===== src/design/tss_pkg.sv =====
// Shared constants and types for the text sanitizer stream block.
// No dependencies; imported by text_sanitizer_stream_unit and its testbench.
package tss_pkg;

  localparam logic [7:0] CharsetExt = 8'h10;
  localparam logic [7:0] CharsetMax = 8'h1F;
  localparam logic [7:0] Byte8A     = 8'h8A;
  localparam logic [7:0] ByteLf     = 8'h0A;
  localparam logic [7:0] ByteCr     = 8'h0D;
  localparam logic [7:0] ByteAmp    = 8'h26;
  localparam logic [7:0] ByteUnder  = 8'h5F;
  localparam logic [7:0] ByteDash   = 8'h2D;
  localparam logic [7:0] ByteQuote  = 8'h22;
  localparam logic [7:0] ByteBslash = 8'h5C;
  localparam logic [7:0] ByteA      = 8'h61;
  localparam logic [7:0] ByteM      = 8'h6D;
  localparam logic [7:0] ByteP      = 8'h70;
  localparam logic [7:0] ByteSemi   = 8'h3B;

  localparam int unsigned MaxResults = 5;

  localparam logic [7:0] RegMaxLength = 8'd0;
  localparam logic [7:0] RegFilter    = 8'd1;

  localparam int unsigned FlagCrlf  = 0;
  localparam int unsigned FlagMap8a = 1;
  localparam int unsigned FlagQuote = 2;

  typedef logic [MaxResults-1:0][7:0] res_buf_t;
  typedef logic [2:0] res_cnt_t;

endpackage


===== src/design/text_sanitizer_stream_unit.sv =====
// Text sanitizer stream: top level with byte rewrite and result buffer.
// Depends on tss_pkg for byte codes and buffer types.
//
// Usage:
// Bytes of a zero-terminated string enter on the s_axis channel, one beat
// per byte (tdata[7:0] = in_byte). Results leave on the m_axis channel:
// tdata[7:0] = out_byte, tlast = last result of one input byte, tuser[0] =
// end_of_string (set on the terminating zero). A leading charset code is
// dropped, '&' expands to "&amp;", and the configured filters apply.
// Registers are written on the cfg channel (index 0 max_length, index 1
// filter_flags); cfg_ready_o is always high. The user must make writes
// only while the block is idle; the block itself does not enforce this.
// An accepted byte's first result is offered the next cycle. With the
// receiver ready, a one-result byte sustains one byte per cycle; a byte
// with more results holds the input while the single result buffer shifts
// out one beat per cycle. The next byte is taken in the cycle the last
// pending result leaves; bytes with no result are taken every cycle when
// idle. When the receiver stalls, the pending result holds and the input
// is not ready once the buffer cannot drain. Reset empties the buffer,
// sets max_length to 255, clears filter_flags and starts a new string.
module text_sanitizer_stream_unit (
  input  logic        clk_i,
  input  logic        rst_ni,
  input  logic        s_axis_tvalid,
  output logic        s_axis_tready,
  input  logic [7:0]  s_axis_tdata,   // [7:0] in_byte
  output logic        m_axis_tvalid,
  input  logic        m_axis_tready,
  output logic [7:0]  m_axis_tdata,   // [7:0] out_byte
  output logic        m_axis_tlast,   // last_of_run
  output logic [0:0]  m_axis_tuser,   // [0] end_of_string
  input  logic        cfg_valid_i,
  output logic        cfg_ready_o,
  input  logic [7:0]  cfg_index_i,
  input  logic [15:0] cfg_data_i
);
  import tss_pkg::*;

  logic [15:0] max_len_q;
  logic [2:0]  flags_q;
  logic        at_start_q, at_start_d;
  logic [1:0]  skip_q, skip_d;
  logic [16:0] count_q, count_d;
  logic        limit_q, limit_d;
  res_buf_t    buf_q, buf_d;
  res_cnt_t    rem_q, rem_d;
  logic        eos_q, eos_d;

  res_buf_t    new_buf;
  res_cnt_t    new_n;
  logic        new_eos;
  logic        in_acc, out_acc;
  logic [7:0]  b;

  assign b             = s_axis_tdata;
  assign cfg_ready_o   = 1'b1;
  assign m_axis_tvalid = (rem_q != 3'd0);
  assign m_axis_tdata  = buf_q[0];
  assign m_axis_tlast  = (rem_q == 3'd1);
  assign m_axis_tuser  = eos_q;
  assign out_acc       = m_axis_tvalid && m_axis_tready;
  assign s_axis_tready = (rem_q == 3'd0) || (out_acc && rem_q == 3'd1);
  assign in_acc        = s_axis_tvalid && s_axis_tready;

  always_comb begin
    new_buf    = '0;
    new_n      = 3'd0;
    new_eos    = 1'b0;
    at_start_d = at_start_q;
    skip_d     = skip_q;
    count_d    = count_q;
    limit_d    = limit_q;
    if (b == 8'h00) begin
      new_n      = 3'd1;
      new_eos    = 1'b1;
      at_start_d = 1'b1;
      skip_d     = 2'd0;
      count_d    = '0;
      limit_d    = 1'b0;
    end else if (at_start_q && b <= CharsetMax) begin
      at_start_d = 1'b0;
      skip_d     = (b == CharsetExt) ? 2'd2 : 2'd0;
    end else if (!at_start_q && skip_q != 2'd0) begin
      skip_d = skip_q - 2'd1;
    end else begin
      at_start_d = 1'b0;
      if (!limit_q) begin
        case (b)
          ByteAmp: begin
            new_buf = {ByteSemi, ByteP, ByteM, ByteA, ByteAmp};
            new_n   = 3'd5;
          end
          ByteUnder: begin
            new_buf[0] = ByteDash;
            new_n      = 3'd1;
          end
          ByteCr, ByteLf: begin
            new_buf[0] = b;
            new_n      = flags_q[FlagCrlf] ? 3'd0 : 3'd1;
          end
          Byte8A: begin
            new_buf[0] = flags_q[FlagMap8a] ? ByteLf : b;
            new_n      = 3'd1;
          end
          ByteQuote: begin
            if (flags_q[FlagQuote]) begin
              new_buf[0] = ByteBslash;
              new_buf[1] = ByteQuote;
              new_n      = 3'd2;
            end else begin
              new_buf[0] = ByteQuote;
              new_n      = 3'd1;
            end
          end
          default: begin
            new_buf[0] = b;
            new_n      = 3'd1;
          end
        endcase
        count_d = count_q + {14'd0, new_n};
        limit_d = (count_d >= {1'b0, max_len_q});
      end
    end
  end

  always_comb begin
    buf_d = buf_q;
    rem_d = rem_q;
    eos_d = eos_q;
    if (out_acc) begin
      buf_d = {8'h00, buf_q[MaxResults-1:1]};
      rem_d = rem_q - 3'd1;
    end
    if (in_acc && new_n != 3'd0) begin
      buf_d = new_buf;
      rem_d = new_n;
      eos_d = new_eos;
    end
  end

  always_ff @(posedge clk_i or negedge rst_ni) begin
    if (!rst_ni) begin
      max_len_q  <= 16'd255;
      flags_q    <= 3'd0;
      at_start_q <= 1'b1;
      skip_q     <= 2'd0;
      count_q    <= '0;
      limit_q    <= 1'b0;
      rem_q      <= 3'd0;
    end else begin
      if (cfg_valid_i && cfg_index_i == RegMaxLength) begin
        max_len_q <= cfg_data_i;
      end
      if (cfg_valid_i && cfg_index_i == RegFilter) begin
        flags_q <= cfg_data_i[2:0];
      end
      if (in_acc) begin
        at_start_q <= at_start_d;
        skip_q     <= skip_d;
        count_q    <= count_d;
        limit_q    <= limit_d;
      end
      rem_q <= rem_d;
    end
  end

  always_ff @(posedge clk_i) begin
    buf_q <= buf_d;
    eos_q <= eos_d;
  end

  a_rem_bound: assert property (@(posedge clk_i) disable iff (!rst_ni)
    rem_q <= 3'd5) else $error("result buffer count out of range");

  a_eos_last: assert property (@(posedge clk_i) disable iff (!rst_ni)
    m_axis_tvalid && m_axis_tuser[0] |-> m_axis_tlast)
    else $error("terminating zero not marked last");

  a_no_overrun: assert property (@(posedge clk_i) disable iff (!rst_ni)
    in_acc |-> (rem_q == 3'd0 || (out_acc && rem_q == 3'd1)))
    else $error("byte accepted while results pending");

  a_limit_start: assert property (@(posedge clk_i) disable iff (!rst_ni)
    limit_q |-> !at_start_q) else $error("limit set at string start");

endmodule


===== config.mk =====
export PLATFORM = sky130hd
export DESIGN_NAME = text_sanitizer_stream_unit
export DESIGN_NICKNAME = d
export VERILOG_FILES = /design/src/design/tss_pkg.sv /design/src/design/text_sanitizer_stream_unit.sv
export SDC_FILE = /design/constraint.sdc
export NUM_CORES = 1
export LEC_CHECK = 0
export ABC_CLOCK_PERIOD_IN_PS = 3850
export BUFFER_PORTS_ARGS = -buffer_cell sky130_fd_sc_hd__buf_2
export CAP_MARGIN = 20
export CORE_MARGIN = 2
export CORE_UTILIZATION = 52
export CTS_CLUSTER_DIAMETER = 200
export DETAILED_ROUTE_END_ITERATION = 8
export GPL_TIMING_DRIVEN = 1
export PLACE_DENSITY = 0.78
export SLEW_MARGIN = 20
export SYNTH_ARGS = -nofsm -noshare
export SYNTH_HDL_FRONTEND = slang
export SYNTH_SLANG_ARGS = --single-unit

===== constraint.sdc =====
create_clock -name clk_i -period 3.85 [get_ports clk_i]
set_clock_uncertainty 0.2 [all_clocks]
set_input_delay 0.385 -clock clk_i [delete_from_list [all_inputs] [get_ports clk_i]]
set_output_delay 0.385 -clock clk_i [all_outputs]
set_load 0.02 [all_outputs]

==> results.py <==
metrics = {
    "status": {
        "status": "complete, but fails checks",
        "failed_checks": "negative hold slack",
    },
    "setup_path": {
        "critPathLaunchType": "register",
        "endpoint_kind": "register",
        "required_ns": 3.88,
        "critPathKind": "reg -> reg",
        "r2r_end": "limit_q",
        "cp_max_fo": 4,
        "rrSetupSlack_ns": 0.25,
        "cp.arrival_ns": 3.63,
        "reg2reg_from": "flags_q[2]",
        "reg2reg_depth": 15,
    },
    "sta": {
        "setup_viol": 0,
        "max_freq_ghz": 0.2780,
        "worst_pin_slew_ns": 0.9591,
        "holdWs_ns": -0.01048,
        "fin_crit_sh_pct": 93.43,
        "period_needed_ns": 3.597,
        "layout_setup_ws_ns": 0.2529,
        "maxSlewViolCount": 0,
        "tns_ns": 0,
        "hold_viol": 8,
        "relSlewSlack_pct": 36.06,
        "rsz0062_at_grt": "no",
    },
    "power": {
        "p_switching_uw": 734.0,
        "p_comb_share_pct": 30.8,
        "power_density_nw_per_um2": 485.9,
        "ir_worst_vdd_mv": 0.2138,
        "switching_share_pct": 34.64,
        "seqPwrFrac_pct": 44.9,
        "internal-power_mw": 1.385,
        "p_clk_share_pct": 24.2,
        "leakage_nw": 2.128,
    },
    "die": {
        "rows": 31,
        "core-area_um2": 7137,
        "fp.dieArea_um2": 7954,
        "start_util_pct": 52.88,
        "die_h_um": 89.19,
        "die_x_um": 89.19,
        "ioPinCount": 50,
    },
    "global_route": {
        "grt_overflow_total": 0,
        "track_usage_pct": 22.89,
        "grt_antenna_before_repair": 0,
        "grt_pass1_wl_mm": 13.80,
        "grt_max_degree": 44,
        "grt_pass1_vias": 3101,
    },
    "run": {
        "cap_violations": 0,
    },
    "finish": {
        "antenna_cells": 0,
        "drive_gt1_share_pct": 25.38,
        "final_nets": 513,
        "syn2layout_area_growth_pct": 15.58,
    },
    "clocking": {
        "cts_setup_buffers": 0,
        "cts.htree.levels": 3,
        "numCtsBuffers": 9,
        "clk_path_buf_depth": 2,
        "clkTransAtPathRegs_ns": 0.07,
        "clock-root-buffer": "clkbuf_8",
        "cts_sinks": 64,
        "worstSkewPairLatency_ns": 0.34,
        "cts_tree": "yes",
    },
    "drt": {
        "ant_nets": 0,
        "met2_length_mm": 4.215,
        "vias": 3093,
        "wl_mm": 8.404,
        "routedWlPerCell_um": 15.12,
        "drt-initial-drc-count": 189,
        "dr.pass1.iters": 4,
        "dr_wl_met3_um": 359,
        "route.detailed.drc": 0,
        "drt-met1-wl_mm": 3.553,
        "dr.max_layer_used": "met4",
        "vias_per_cell": 5.563,
    },
    "synthesis": {
        "synth_flop_cell": "dfrtp_1",
        "synth.area.top_cells": "dfrtp_1 23%, edfxtp_1 17%, ha_1 7.6%, dfstp_2 6.3%, nand2_1 5.7%",
        "synth_nets": 450,
        "yosysSeqAreaShare_pct": 45.52,
        "yosysMostFrequentCell": "nand2_1",
        "ys_types": 68,
        "yosys-top-cells-count": "57 x nand2_1, 36 x inv_1, 34 x dfrtp_1",
        "synth_top_area_cell": "dfrtp_1",
        "synthArstFlopShare_pct": 67.19,
        "synth-edff-count": 21,
        "yosysWarnings": 0,
        "synth_top_cell_area_share_pct": 22.55,
        "synth_area_um2": 3774,
        "syn-mean-instance-area_um2": 9.701,
        "synth_cells": 389,
        "ys_seq_elements": 64,
    },
    "place": {
        "globalplace.congestion": 0.9252,
        "io_buffers": 48,
        "dpl.hpwl_mm": 6.122,
        "dp_slack_ns": -0.06880,
    },
    "worst_hold_path": {
        "hold_path.class": "in -> async",
    },
}
routing by layer:
layer,global-route usage [%],vias up
met5,0,-
met4,11.13,0
met3,5.540,25
met2,39.39,82
met1,26.72,1478
li1,-,1508
worst max-delay path by stage:
stage	startpoint	to	slack, ns	depth (start not counted)
floorplan	s_axis_tdata[7]	limit_q	0.09	18
global placement	s_axis_tdata[2]	limit_q	0.04	17
detailed placement	s_axis_tdata[2]	limit_q	-0.07	17
CTS	flags_q[2]	limit_q	0.24	15
global route	s_axis_tdata[2]	limit_q	0.02	17
finish	flags_q[2]	limit_q	0.25	15
cell type report:
type	instances	area, µm²
Multi-Input combinational cell	269	1793
Clock inverter	5	30.03
Timing Repair Buffer	72	420.4
Clock buffer	11	141.4
Fill cell	643	2775
Tap cell	99	123.9
Inverter	36	135.1
Sequential cell	64	1718
placed cells by master, fill, tap and decap left out, types with 2 or more instances in the layout:
cell type | netlist | final
nor3_1 | 6 | 6
clkbuf_8 | 0 | 10
edfxtp_1 | 21 | 21
dfrtp_1 | 34 | 34
xor2_1 | 7 | 7
nand2_1 | 57 | 57
o211ai_1 | 2 | 2
inv_4 | 0 | 2
o31ai_1 | 2 | 2
nor2_1 | 16 | 15
buf_2 | 2 | 48
clkinv_2 | 0 | 2
o21ai_1 | 4 | 4
nor3b_1 | 2 | 2
a22o_1 | 4 | 4
dfstp_2 | 9 | 9
nor2b_1 | 2 | 2
and4_1 | 5 | 5
nor2_2 | 2 | 3
inv_1 | 36 | 36
o21a_1 | 2 | 2
nor4_1 | 4 | 4
a21oi_1 | 14 | 14
nand2b_1 | 5 | 5
mux2_2 | 4 | 4
a31oi_1 | 9 | 9
nand4_1 | 4 | 4
and2_1 | 2 | 2
xnor2_1 | 10 | 10
and3_1 | 2 | 2
a21o_1 | 3 | 3
buf_4 | 12 | 24
o21ai_0 | 31 | 31
ha_1 | 23 | 23
o2111ai_1 | 2 | 2
or3_2 | 2 | 2
a211oi_1 | 3 | 3
nand3_1 | 9 | 9
critical path, stage by stage, from the launching register on:
cell	delay, ns
dfrtp_1	0.40
and3_1	0.20
nor2_2	0.14
ha_1	0.19
inv_1	0.06
fa_1	0.37
nand2b_1	0.20
nand2_1	0.12
nand4_1	0.12
xnor2_1	0.22
ha_1	0.28
and4_1	0.20
nor4b_1	0.14
o31ai_1	0.23
o2111ai_1	0.16
o221a_2	0.24
power by group through the flow:
stage | combinational [mW] | sequential [mW] | clock (mW)
global route | 0.737 | 0.970 | 0.548
CTS | 0.655 | 0.953 | 0.525
finish | 0.653 | 0.953 | 0.513
floorplan | 0.490 | 0.945 | 0
detailed placement | 0.650 | 0.964 | 0
global placement | 0.624 | 0.958 | 0
through the flow:
stage | std cells | utilization [%] | cell area (µm²) | total power [mW] | hold WS (ns)
4_1_cts | 556 | 61.08 | 4359 | 2.132 | 0.004459
3_5_place_dp | 540 | 58.68 | 4188 | 1.614 | 0.2786
5_1_grt | 556 | 61.11 | 4362 | 2.255 | 0.04283
3_3_place_gp | 540 | 58.68 | 4188 | 1.582 | 0.2724
2_1_floorplan | 389 | - | 3774 | 1.435 | -0.1106
6_report | 556 | 61.11 | 4362 | 2.119 | -0.01048
cell families after synthesis:
group	synth area share [%]
other cells	0.09937
simple gates	18.53
mux	1.194
flops	45.52
compound gates	15.52
xor+xnor	3.946
fa+ha+maj	8.157
buf+inv	7.029
state kept, by name, indices dropped and copies added (netlist names), 2 cells and up:
signal / count
buf_q: 12
count_q: 17
m_axis_tdata: 8
rem_q: 3
skip_q: 2
max_len_q: 16
flags_q: 3
repair_timing:
item | CTS | global route
gates resized for setup | 0 | 1
hold buffers | 0 | 0
endpoints found under the setup margin | 0 | 1
(Power assumes the default switching activity.)
